$ cat src/hdl/lcsf_pkg.sv
// Shared types, constants and the base encoder for the complementary stem finder.
// No dependencies; imported by the base store, the pair checker and the top level.
package lcsf_pkg;

   // 3-bit nucleotide codes held in the base store
   typedef logic [2:0] code_type;

   localparam code_type CODE_OTHER = 3'd0;
   localparam code_type CODE_A     = 3'd1;
   localparam code_type CODE_C     = 3'd2;
   localparam code_type CODE_G     = 3'd3;
   localparam code_type CODE_T     = 3'd4;

   // ASCII characters of interest
   localparam logic [7:0] CHAR_A     = 8'h41;
   localparam logic [7:0] CHAR_C     = 8'h43;
   localparam logic [7:0] CHAR_G     = 8'h47;
   localparam logic [7:0] CHAR_T     = 8'h54;
   localparam logic [7:0] CHAR_U     = 8'h55;
   localparam logic [7:0] CHAR_LOW_A = 8'h61;
   localparam logic [7:0] CHAR_LOW_Z = 8'h7a;
   localparam logic [7:0] CASE_DELTA = 8'h20;

   // Case-fold a character and map it to its code, U read as T
   function automatic code_type encode_base(input logic [7:0] ch);
      logic [7:0] up;
      code_type   code;
      up = ch;
      if (ch >= CHAR_LOW_A && ch <= CHAR_LOW_Z) begin
         up = ch - CASE_DELTA;
      end
      unique case (up)
         CHAR_A:  code = CODE_A;
         CHAR_C:  code = CODE_C;
         CHAR_G:  code = CODE_G;
         CHAR_T:  code = CODE_T;
         CHAR_U:  code = CODE_T;
         default: code = CODE_OTHER;
      endcase
      return code;
   endfunction

endpackage

$ cat src/hdl/lcsf_base_store.sv
// Window store of base codes: one write port, two registered read ports.
// Depends on lcsf_pkg for the code type.
module lcsf_base_store
   import lcsf_pkg::*;
#(
   parameter int DEPTH = 256,
   localparam int AW = $clog2(DEPTH)
) (
   input  logic          clock,
   input  logic          wr_en,
   input  logic [AW-1:0] wr_addr,
   input  code_type      wr_code,
   input  logic [AW-1:0] rd_addr_a,
   input  logic [AW-1:0] rd_addr_b,
   output code_type      rd_code_a,
   output code_type      rd_code_b
);

   code_type mem [DEPTH];
   code_type rd_code_a_ff;
   code_type rd_code_b_ff;

   // write port
   always_ff @(posedge clock) begin
      if (wr_en) begin
         mem[wr_addr] <= wr_code;
      end
   end

   // two read ports, data registered
   always_ff @(posedge clock) begin
      rd_code_a_ff <= mem[rd_addr_a];
      rd_code_b_ff <= mem[rd_addr_b];
   end

   assign rd_code_a = rd_code_a_ff;
   assign rd_code_b = rd_code_b_ff;

endmodule

$ cat src/hdl/lcsf_pair_check.sv
// Base-pair compare unit shared by every extension step of the search.
// Depends on lcsf_pkg for the code constants.
module lcsf_pair_check
   import lcsf_pkg::*;
(
   input  code_type code_a,
   input  code_type code_b,
   input  logic     wobble_enable,
   output logic     is_pair
);

   logic cg_pair;
   logic at_pair;
   logic gt_pair;

   // Watson-Crick pairs, plus G-T wobble when enabled
   always_comb begin
      cg_pair = (code_a == CODE_C && code_b == CODE_G) ||
                (code_a == CODE_G && code_b == CODE_C);
      at_pair = (code_a == CODE_A && code_b == CODE_T) ||
                (code_a == CODE_T && code_b == CODE_A);
      gt_pair = (code_a == CODE_G && code_b == CODE_T) ||
                (code_a == CODE_T && code_b == CODE_G);
      is_pair = cg_pair || at_pair || (wobble_enable && gt_pair);
   end

endmodule

$ cat src/hdl/longest_complementary_stem_finder.sv
// Longest complementary stem finder. Bases of one window are taken one per cycle
// (req_stall low while loading) and written to a WINDOW_MAX-entry store; bases past
// WINDOW_MAX are dropped and flagged. The request with req_is_last set starts the
// search, during which req_stall stays high. The search visits every position pair
// i <= j of the stored window and extends the stem outward one base at a time through
// a single pair-compare unit fed by the two read ports of the store. Each pair passes
// through an address step, a compare step and a close step, with a further address
// and compare step for each paired base; the compare step is skipped when the stem
// runs into an end of the window. The result is held in an output register, and
// loading of the next window may start while it waits; a search that finishes while
// the previous result is still stalled waits for it. The wobble register is written
// through the csr port, which is always ready.
module longest_complementary_stem_finder
   import lcsf_pkg::*;
#(
   parameter int WINDOW_MAX = 256
) (
   input  logic              clock,
   input  logic              reset,
   // request channel
   input  logic              req_valid,
   output logic              req_stall,
   input  logic [7:0]        req_base_char,
   input  logic              req_is_last,
   // result channel
   output logic              rsp_valid,
   input  logic              rsp_stall,
   output logic [7:0]        rsp_stem_length,
   output logic [7:0]        rsp_left_arm_start,
   output logic [7:0]        rsp_left_arm_end,
   output logic [7:0]        rsp_right_arm_start,
   output logic signed [8:0] rsp_right_arm_end,
   output logic              rsp_overflow_flag,
   // configuration
   input  logic              csr_valid,
   output logic              csr_ready,
   input  logic              csr_wobble_enable
);

   localparam int AW = $clog2(WINDOW_MAX);
   localparam int CW = $clog2(WINDOW_MAX + 1);

   typedef enum logic [1:0] {
      S_LOAD,
      S_PAIR,
      S_CMP,
      S_FIN
   } state_type;

   state_type         state_ff, state_in;
   logic [CW-1:0]     count_ff, count_in;
   logic              ovf_ff, ovf_in;
   logic              wobble_ff, wobble_in;
   logic [AW-1:0]     i_ff, i_in;
   logic [AW-1:0]     j_ff, j_in;
   logic [CW-1:0]     len_ff, len_in;
   logic [CW-1:0]     best_ff, best_in;
   logic [AW-1:0]     bi_ff, bi_in;
   logic [AW-1:0]     bj_ff, bj_in;
   logic              rsp_valid_ff, rsp_valid_in;
   logic [7:0]        stem_ff, stem_in;
   logic [7:0]        ls_ff, ls_in;
   logic [7:0]        le_ff, le_in;
   logic [7:0]        rs_ff, rs_in;
   logic [8:0]        re_ff, re_in;
   logic              rovf_ff, rovf_in;

   logic              accept;
   logic              wr_en;
   logic [AW-1:0]     rd_addr_a;
   logic [AW-1:0]     rd_addr_b;
   code_type          rd_code_a;
   code_type          rd_code_b;
   code_type          wr_code;
   logic              is_pair;
   logic              ext_ok;
   logic              upd_best;
   logic [CW-1:0]     fin_best;
   logic [AW-1:0]     fin_bi;
   logic [AW-1:0]     fin_bj;
   logic              last_j;
   logic              last_i;
   logic              rsp_free;
   logic [31:0]       best_w;
   logic [31:0]       bi_w;
   logic [31:0]       bj_w;
   logic [31:0]       ls_w;
   logic [31:0]       re_w;

   lcsf_base_store #(
      .DEPTH (WINDOW_MAX)
   ) u_store (
      .clock     (clock),
      .wr_en     (wr_en),
      .wr_addr   (count_ff[AW-1:0]),
      .wr_code   (wr_code),
      .rd_addr_a (rd_addr_a),
      .rd_addr_b (rd_addr_b),
      .rd_code_a (rd_code_a),
      .rd_code_b (rd_code_b)
   );

   lcsf_pair_check u_pair (
      .code_a        (rd_code_a),
      .code_b        (rd_code_b),
      .wobble_enable (wobble_ff),
      .is_pair       (is_pair)
   );

   assign req_stall = (state_ff != S_LOAD);
   assign accept    = req_valid && !req_stall;
   assign csr_ready = 1'b1;
   assign wr_code   = encode_base(req_base_char);
   assign wr_en     = accept && (count_ff < CW'(WINDOW_MAX));

   // addresses of the next outward step: left at i-len, right at j+len
   assign rd_addr_a = AW'(CW'(i_ff) - len_ff);
   assign rd_addr_b = AW'(CW'(j_ff) + len_ff);
   assign ext_ok    = (len_ff <= CW'(i_ff)) &&
                      ((CW + 1)'(j_ff) + (CW + 1)'(len_ff) < (CW + 1)'(count_ff));

   // best so far including the pair just finished
   assign upd_best = (len_ff > best_ff);
   assign fin_best = upd_best ? len_ff : best_ff;
   assign fin_bi   = upd_best ? i_ff : bi_ff;
   assign fin_bj   = upd_best ? j_ff : bj_ff;
   assign last_j   = (CW'(j_ff) + CW'(1) == count_ff);
   assign last_i   = (CW'(i_ff) + CW'(1) == count_ff);
   assign rsp_free = !rsp_valid_ff || !rsp_stall;

   // result field arithmetic, masked to the field widths
   assign best_w = 32'(fin_best);
   assign bi_w   = 32'(fin_bi);
   assign bj_w   = 32'(fin_bj);
   assign ls_w   = bi_w + 32'd1 - best_w;
   assign re_w   = bj_w + best_w - 32'd1;

   // sequencer next state
   always_comb begin
      state_in     = state_ff;
      count_in     = count_ff;
      ovf_in       = ovf_ff;
      wobble_in    = wobble_ff;
      i_in         = i_ff;
      j_in         = j_ff;
      len_in       = len_ff;
      best_in      = best_ff;
      bi_in        = bi_ff;
      bj_in        = bj_ff;
      rsp_valid_in = rsp_valid_ff;
      stem_in      = stem_ff;
      ls_in        = ls_ff;
      le_in        = le_ff;
      rs_in        = rs_ff;
      re_in        = re_ff;
      rovf_in      = rovf_ff;

      if (csr_valid && csr_ready) begin
         wobble_in = csr_wobble_enable;
      end

      // result taken
      if (rsp_valid_ff && !rsp_stall) begin
         rsp_valid_in = 1'b0;
      end

      unique case (state_ff)
         S_LOAD: begin
            if (accept) begin
               if (wr_en) begin
                  count_in = count_ff + CW'(1);
               end else begin
                  ovf_in = 1'b1;
               end
               if (req_is_last) begin
                  i_in     = '0;
                  j_in     = '0;
                  len_in   = '0;
                  best_in  = '0;
                  bi_in    = '0;
                  bj_in    = '0;
                  state_in = S_PAIR;
               end
            end
         end
         S_PAIR: begin
            state_in = ext_ok ? S_CMP : S_FIN;
         end
         S_CMP: begin
            if (is_pair) begin
               len_in   = len_ff + CW'(1);
               state_in = S_PAIR;
            end else begin
               state_in = S_FIN;
            end
         end
         S_FIN: begin
            best_in = fin_best;
            bi_in   = fin_bi;
            bj_in   = fin_bj;
            if (!last_j) begin
               j_in     = j_ff + AW'(1);
               len_in   = '0;
               state_in = S_PAIR;
            end else if (!last_i) begin
               i_in     = i_ff + AW'(1);
               j_in     = i_ff + AW'(1);
               len_in   = '0;
               state_in = S_PAIR;
            end else if (rsp_free) begin
               // search done: publish and open the next window
               rsp_valid_in = 1'b1;
               stem_in      = best_w[7:0];
               ls_in        = ls_w[7:0];
               le_in        = bi_w[7:0];
               rs_in        = bj_w[7:0];
               re_in        = re_w[8:0];
               rovf_in      = ovf_ff;
               count_in     = '0;
               ovf_in       = 1'b0;
               state_in     = S_LOAD;
            end
         end
         default: begin
            state_in = S_LOAD;
         end
      endcase
   end

   // state and registered outputs
   always_ff @(posedge clock) begin
      if (reset) begin
         state_ff     <= S_LOAD;
         count_ff     <= '0;
         ovf_ff       <= 1'b0;
         wobble_ff    <= 1'b1;
         rsp_valid_ff <= 1'b0;
      end else begin
         state_ff     <= state_in;
         count_ff     <= count_in;
         ovf_ff       <= ovf_in;
         wobble_ff    <= wobble_in;
         rsp_valid_ff <= rsp_valid_in;
      end
      i_ff    <= i_in;
      j_ff    <= j_in;
      len_ff  <= len_in;
      best_ff <= best_in;
      bi_ff   <= bi_in;
      bj_ff   <= bj_in;
      stem_ff <= stem_in;
      ls_ff   <= ls_in;
      le_ff   <= le_in;
      rs_ff   <= rs_in;
      re_ff   <= re_in;
      rovf_ff <= rovf_in;
   end

   assign rsp_valid           = rsp_valid_ff;
   assign rsp_stem_length     = stem_ff;
   assign rsp_left_arm_start  = ls_ff;
   assign rsp_left_arm_end    = le_ff;
   assign rsp_right_arm_start = rs_ff;
   assign rsp_right_arm_end   = $signed(re_ff);
   assign rsp_overflow_flag   = rovf_ff;

endmodule
$ cat config.mk
export PLATFORM = sky130hd
export DESIGN_NAME = longest_complementary_stem_finder
export DESIGN_NICKNAME = d
export VERILOG_FILES = /design/src/hdl/lcsf_pkg.sv /design/src/hdl/lcsf_base_store.sv /design/src/hdl/lcsf_pair_check.sv /design/src/hdl/longest_complementary_stem_finder.sv
export SDC_FILE = /design/constraint.sdc
export NUM_CORES = 1
export LEC_CHECK = 0
export BUFFER_PORTS_ARGS = -buffer_cell sky130_fd_sc_hd__buf_2
export CORE_ASPECT_RATIO = 1.1
export CORE_MARGIN = 1.5
export CORE_UTILIZATION = 30
export CTS_CLUSTER_SIZE = 25
export DETAILED_ROUTE_END_ITERATION = 6
export GPL_ROUTABILITY_DRIVEN = 0
export RECOVER_POWER = 50
export SLEW_MARGIN = 20
export SYNTH_ARGS = -nofsm -noshare
export SYNTH_HDL_FRONTEND = slang
export SYNTH_SLANG_ARGS = --single-unit
$ cat constraint.sdc
create_clock -name clock -period 10.4 [get_ports clock]
set_input_delay 3.12 -clock clock [delete_from_list [all_inputs] [get_ports clock]]
set_output_delay 3.12 -clock clock [all_outputs]
set_load 0.05 [all_outputs]
==> out/metrics.cfg, run 1 <==
[outcome]
status=finished, violations left
violations=max-capacitance violations, max-slew violations

[yosys]
synth_top_area_cell=edfxtp_1
netlist_instances=2653
synth-seq-cells=880
synth_area_leaders=edfxtp_1 (58%), mux4_2 (22%), nor2_1 (2.9%), ha_1 (2.1%), mux2i_1 (1.6%)
synth.distinct_cells=83
async_flop_share_pct=0
synth_area_per_cell_um2=16.7
synth-main-ff-cell=edfxtp_1
netlist.area_leader.share_pct=58.3
synth_seq_area_share_pct=59.2
synth_edf_count=860
syn_nets=2745
yosysMostFrequentCell=edfxtp_1
yosysWarnings=0
synth_common_cells=edfxtp_1 (860), mux4_2 (431), nor2_1 (337)
syn_area_um2=44300

[worst_setup_path]
worstReg2RegEnd=rsp_left_arm_start[7]$_DFFE_PP_
worstPathCellList=clkbuf_1, inv_1, ha_1, a21oi_1, o21ai_0, o21ai_0, and3_1, clkbuf_1, buf_16
slowest_delay_ns=2.43
worstPathRequired_ns=10.76
cp-startpoint=req_base_char[5]
crit_cells=9
endpoint_kind=flip-flop
reg2reg_slack_ns=4.04
worst-path-buf-inv=4
crit_end=u_store.mem[160][2]$_DFFE_PP_
cp_max_fo=164
startpoint_type=primary input
rr_startpoint=len_ff[1]$_SDFFCE_PN0P_
critPathTopFamily=buffers and inverters
cp.arrival_ns=7.68
path_class=in -> reg
slowest_stage=clkbuf_1
r2r_cells=18

[route]
drt-initial-drc-count=2888
drc=0
postRouteAntennaNets=0
detail_route.first_pass.iterations=6
post_drt_via_cell_ratio=5.46
wl_per_cell_um=26.0
route.vias.total=25600
routed_wl_um=122000

[power_and_ir_drop]
power_leakage_nw=15.0
sw_frac_of_total_pct=34.2
ir_drop_mv=0.226
power_frac_comb_pct=37.9
switching_power_mw=4.18
p_per_area_nw_per_um2=245
pwr-share-seq_pct=32.9
internal-power_mw=8.05
p_clk_share_pct=29.2

[sta]
worst_pin_slew_ns=3.47
rsz0062_at_grt=false
fin_crit_ns=7.32
hold_violations=0
max_freq_ghz=0.137
holdWs_ns=0.444
final-max-slew-violation-count=415
setup_viol_count_final=0
skew_ns=0.0348
setup_tns_ns=0
slew_headroom_pct=-131
finalCritPeriodShare_pct=70.4

[placement]
numPortBuffers=58
numPlacedInstances=4518
place_hpwl_um=76300

[global_routing]
antenna_found_initial=1
grt_pass1_vias=26100
gr-total-overflow=0
grt_max_degree=242
grt_pass1_wl_um=180000
track_usage_pct=16.3

[cells_and_area]
fill_cells=13900
syn2layout_area_growth_pct=12.6
final_cells=4691
nNetsFinal=2771
multi_input_area_um2=16900
antenna_cells=0
drive_gt1_share_pct=25.2
seqCellArea_um2=26200

[floorplan]
fp.dieW_um=369
initial_utilization_pct=30.3
die_area_um2=150000
boundaryPins=60
core-area_um2=146000
rows=147
die_h_um=406

[clock_network]
cts.sinks=880
cts-root-buf=clkbuf_16
cts_tree=yes
clkSlewWorstSetupHoldPaths_ns=0.07
cts_buffers=94
h-tree-depth=3
cts_resized=0
cts_max_path_buffers=3
clk_latency_ns=0.68
cts_setup_buffers=0
cts-hold-fix-buffers=0

[run]
max_cap_violations=19

[hold_path]
worstHoldPathType=reg -> reg

## worst min path at each step
stage | start | endpoint | cells past startpoint
floorplan | ovf_ff$_SDFFE_PP0P_ | rsp_overflow_flag$_DFFE_PP_ | 0
global placement | ovf_ff$_SDFFE_PP0P_ | rsp_overflow_flag$_DFFE_PP_ | 0
detailed placement | ovf_ff$_SDFFE_PP0P_ | rsp_overflow_flag$_DFFE_PP_ | 0
CTS | ovf_ff$_SDFFE_PP0P_ | rsp_overflow_flag$_DFFE_PP_ | 0
global route | ovf_ff$_SDFFE_PP0P_ | rsp_overflow_flag$_DFFE_PP_ | 0
finish | ovf_ff$_SDFFE_PP0P_ | rsp_overflow_flag$_DFFE_PP_ | 0
## worst reg2reg max path, cell delays in order (launching register included)
cell,delay [ns]
edfxtp_1,0.55
ha_1,0.39
nor2b_1,0.14
o21a_1,0.16
o21a_1,0.17
o21ai_0,0.14
a21oi_1,0.16
o31ai_4,0.19
clkbuf_1,1.48
mux2i_1,0.66
ha_1,0.40
ha_1,0.23
fa_1,0.46
a21o_1,0.20
a21oi_1,0.23
o21bai_1,0.10
a21oi_1,0.18
xnor2_1,0.16
xnor2_1,0.09
## sequential cells by signal (all words and copies together) (netlist names), 8 cells and up
name,count
u_store.mem,768
best_ff,9
len_ff,9
bi_ff,8
rsp_left_arm_end,8
rsp_stem_length,8
rsp_right_arm_end,9
rsp_left_arm_start,8
bj_ff,8
rsp_right_arm_start,8
i_ff,8
j_ff,8
count_ff,9
## layout make-up
class,count,share of cell area [%]
Clock buffer,108,4.91
Timing Repair Buffer,111,1.38
Clock inverter,63,1.67
Multi-Input combinational cell,1507,33.9
Inverter,85,0.640
Tap cell,1937,4.86
Sequential cell,880,52.6
## logic make-up after synthesis
kind of cell	count (synthesis)	share of synthesized area (%)
AOI/OAI and AO/OA	209	3.28
xor gates and xnor gates	66	1.54
adders and majority gates	77	2.24
buffers and inverters	266	2.73
DFF	880	59.2
muxes	551	25.0
other	1	0.00847
and+or+nand+nor	603	5.94
## metrics by stage
| step | area, µm² | utilization, % | power, mW | worst slack [ns] |
|---|---|---|---|---|
| 2_1_floorplan | 44300 | - | 7.39 | 1.94 |
| 3_3_place_gp | 46700 | 31.9 | 8.77 | 4.11 |
| 3_5_place_dp | 46700 | 31.9 | 8.78 | 4.16 |
| 4_1_cts | 50000 | 34.2 | 12.3 | 4.88 |
| 5_1_grt | 49900 | 34.1 | 12.7 | 2.58 |
| 6_report | 49900 | 34.1 | 12.2 | 3.08 |
## placed cells by master (no fill, tap or decap), types with 58 or more instances in the layout
cell type  synthesis  final
nand2_1          101    101
mux4_2           431    431
mux2i_1           69     69
edfxtp_1         860    860
inv_1             81     81
ha_1              73     71
clkbuf_1          91     64
nand3_1           57     58
nor2_1           337    336
clkbuf_16          0     96
## power by group through the flow
stage | Combinational, mW | Clock [mW] | Sequential [mW]
6_report | 4.64 | 3.57 | 4.02
3_3_place_gp | 4.68 | 0 | 4.09
5_1_grt | 4.95 | 3.75 | 4.03
2_1_floorplan | 3.33 | 0 | 4.07
3_5_place_dp | 4.68 | 0 | 4.09
4_1_cts | 4.70 | 3.63 | 4.02
## layer usage
| layer | GRT usage [%] | wire (µm) | share of wire, % | vias to the layer above |
|---|---|---|---|---|
| met5 | 0 | 13 | 0.011 | - |
| met4 | 4.96 | 3810 | 3.1 | 2 |
| met3 | 2.90 | 9970 | 8.2 | 200 |
| met2 | 27.0 | 59400 | 49 | 1172 |
| met1 | 21.7 | 49000 | 40 | 13400 |
| li1 | - | - | - | 10800 |
No activity file was read; power rests on OpenSTA's default activity.
==> run 2: changes to the inputs <==
Clock period 10.4 ns to 6.85 ns, I/O delays scaled along.
==> run 2 against run 1 <==
Effect of this change:
- the flow still finishes with violations (max-capacitance violations, max-slew violations)
- sequential cell count unchanged
- global-route usage about the same
- non-clock buffer count increased by 15
- worst hold slack improved by 0.0056 ns
- critical path depth increased by 10
- design area increased by 0.43%
- sequential share of layout area decreased by 0.23 points
- setup slack got worse by 1.2 ns
- die area unchanged
- clock power increased by 52%
- final cell count increased by 0.51%
- sequential power increased by 52%
- critical endpoint is now rsp_left_arm_start[7]$_DFFE_PP_
- largest power group unchanged
==> out/metrics.cfg, run 2 (synthesis results as in run 1) <==
[power_and_ir_drop]
pwr-share-seq_pct=32.6
internal-power_mw=12.2
power_frac_comb_pct=38.4
ir_drop_mv=0.261
p_per_area_nw_per_um2=374
power_leakage_nw=14.8
p_clk_share_pct=29.0
sw_frac_of_total_pct=34.6
switching_power_mw=6.49

[clock_network]
cts_buffers=96
cts.sinks=880
clk_latency_ns=0.69
cts-hold-fix-buffers=0
h-tree-depth=3
cts-root-buf=clkbuf_16
cts_tree=yes
cts_resized=0
cts_setup_buffers=0
clkSlewWorstSetupHoldPaths_ns=0.06
cts_max_path_buffers=3

[route]
drc=0
postRouteAntennaNets=0
wl_per_cell_um=26.0
drt-initial-drc-count=3037
detail_route.first_pass.iterations=5
route.vias.total=25900
routed_wl_um=123000
post_drt_via_cell_ratio=5.50

[cells_and_area]
layout_common_cells=edfxtp_1 (860), mux4_2 (431), nor2_1 (336)
final_common_cell=edfxtp_1
syn2layout_area_growth_pct=13.1
finalInstanceArea_um2=50100
drive_gt1_share_pct=25.6
largest_reg_flops=768
fin_util_pct=34.2
nNetsFinal=2788
regMostFlops=u_store.mem

[placement]
numPortBuffers=58
placed_area_um2=46900
place_ws_ns=1.92
place_hpwl_um=79200

[worst_setup_path]
cp-startpoint=len_ff[1]$_SDFFCE_PN0P_
rr_startpoint=len_ff[1]$_SDFFCE_PN0P_
cp.arrival_ns=5.36
startpoint_type=flip-flop
worstPathRequired_ns=7.24
path_class=reg -> reg
endpoint_kind=flip-flop
cp_max_fo=12

[sta]
final-max-slew-violation-count=365
setup_ws_ns=1.88
max_freq_ghz=0.201
slew_headroom_pct=-78.3
fin_crit_ns=4.97
finalCritPeriodShare_pct=72.5
setup_viol_count_final=0
worst_pin_slew_ns=2.68
setup_tns_ns=0
rsz0062_at_grt=false
hold_violations=0
skew_ns=0.0353

[run]
max_cap_violations=20

[outcome]
violations=max-capacitance violations, max-slew violations
status=finished, violations left

[floorplan]
core-area_um2=146000
fp.dieW_um=369
die_h_um=406
initial_utilization_pct=30.3
boundaryPins=60
rows=147
die_area_um2=150000

[global_routing]
grt_pass1_wl_um=180000
grt_max_degree=140
track_usage_pct=16.2
gr-total-overflow=0
antenna_found_initial=1
grt_pass1_vias=25800

[hold_path]
worstHoldPathType=reg -> reg
hp-start=ovf_ff$_SDFFE_PP0P_

run 2: cell types whose count changed in the layout (fill, tap and decap cells not counted), sizes merged:
cell      delta
buf          +4
bufinv       -2
clkbuf      +12
clkinv       -2
clkinvlp     +8
diode        +2
inv          +2
run 2: worst paths after layout:
path / to / slack (ns) / cells after the start
worst max-delay path: rsp_left_arm_start[7]$_DFFE_PP_ / 1.88 / 19
worst min-delay path: rsp_overflow_flag$_DFFE_PP_ / 0.45 / 0
worst max register to register: rsp_left_arm_start[7]$_DFFE_PP_ / 1.88 / 19
worst min register to register: rsp_overflow_flag$_DFFE_PP_ / 0.45 / 0
run 2: stage by stage:
stage	std cells	power, mW	hold WS [ns]
detailed placement	4535	13.4	0.440
CTS	4713	18.8	0.447
global route	4714	19.4	0.462
floorplan	2653	11.2	0.409
finish	4715	18.7	0.449
global placement	4535	13.4	0.418
run 2: area by class of cell:
cell class	count	area [µm²]
Clock inverter	69	861
Clock buffer	109	2450
Multi-Input combinational cell	1507	16900
Inverter	85	319
Tap cell	1937	2420
Antenna cell	2	5.00
Fill cell	13800	96200
Timing Repair Buffer	126	867
Sequential cell	880	26200
run 2: worst max-delay path: stages (launching register included):
cell      delay [ns]
edfxtp_1        0.54
ha_1            0.37
nor2b_1         0.13
o21a_1          0.16
o21a_1          0.16
o21ai_0         0.18
a21oi_1         0.16
o31ai_4         0.56
mux2i_1         0.41
inv_1           0.10
ha_1            0.29
inv_1           0.04
ha_1            0.20
fa_1            0.46
a21o_1          0.20
a21oi_1         0.22
o21bai_1        0.10
a21oi_1         0.18
xnor2_1         0.15
xnor2_1         0.09
run 2: per-layer routing:
layer / global-route usage (%) / routed length [µm]
met5: 0 / 0
met4: 4.87 / 3730
met2: 26.6 / 59400
met3: 2.85 / 9490
met1: 21.9 / 50100
run 2: power by group through the flow:
stage                     clock [mW]  combinational (mW)  sequential, mW
after CTS                       5.51                7.22            6.11
after floorplan                    0                4.99            6.17
after detailed placement           0                7.19            6.22
final                           5.43                7.19            6.11
after global placement             0                7.18            6.22
after global routing            5.71                7.62            6.12
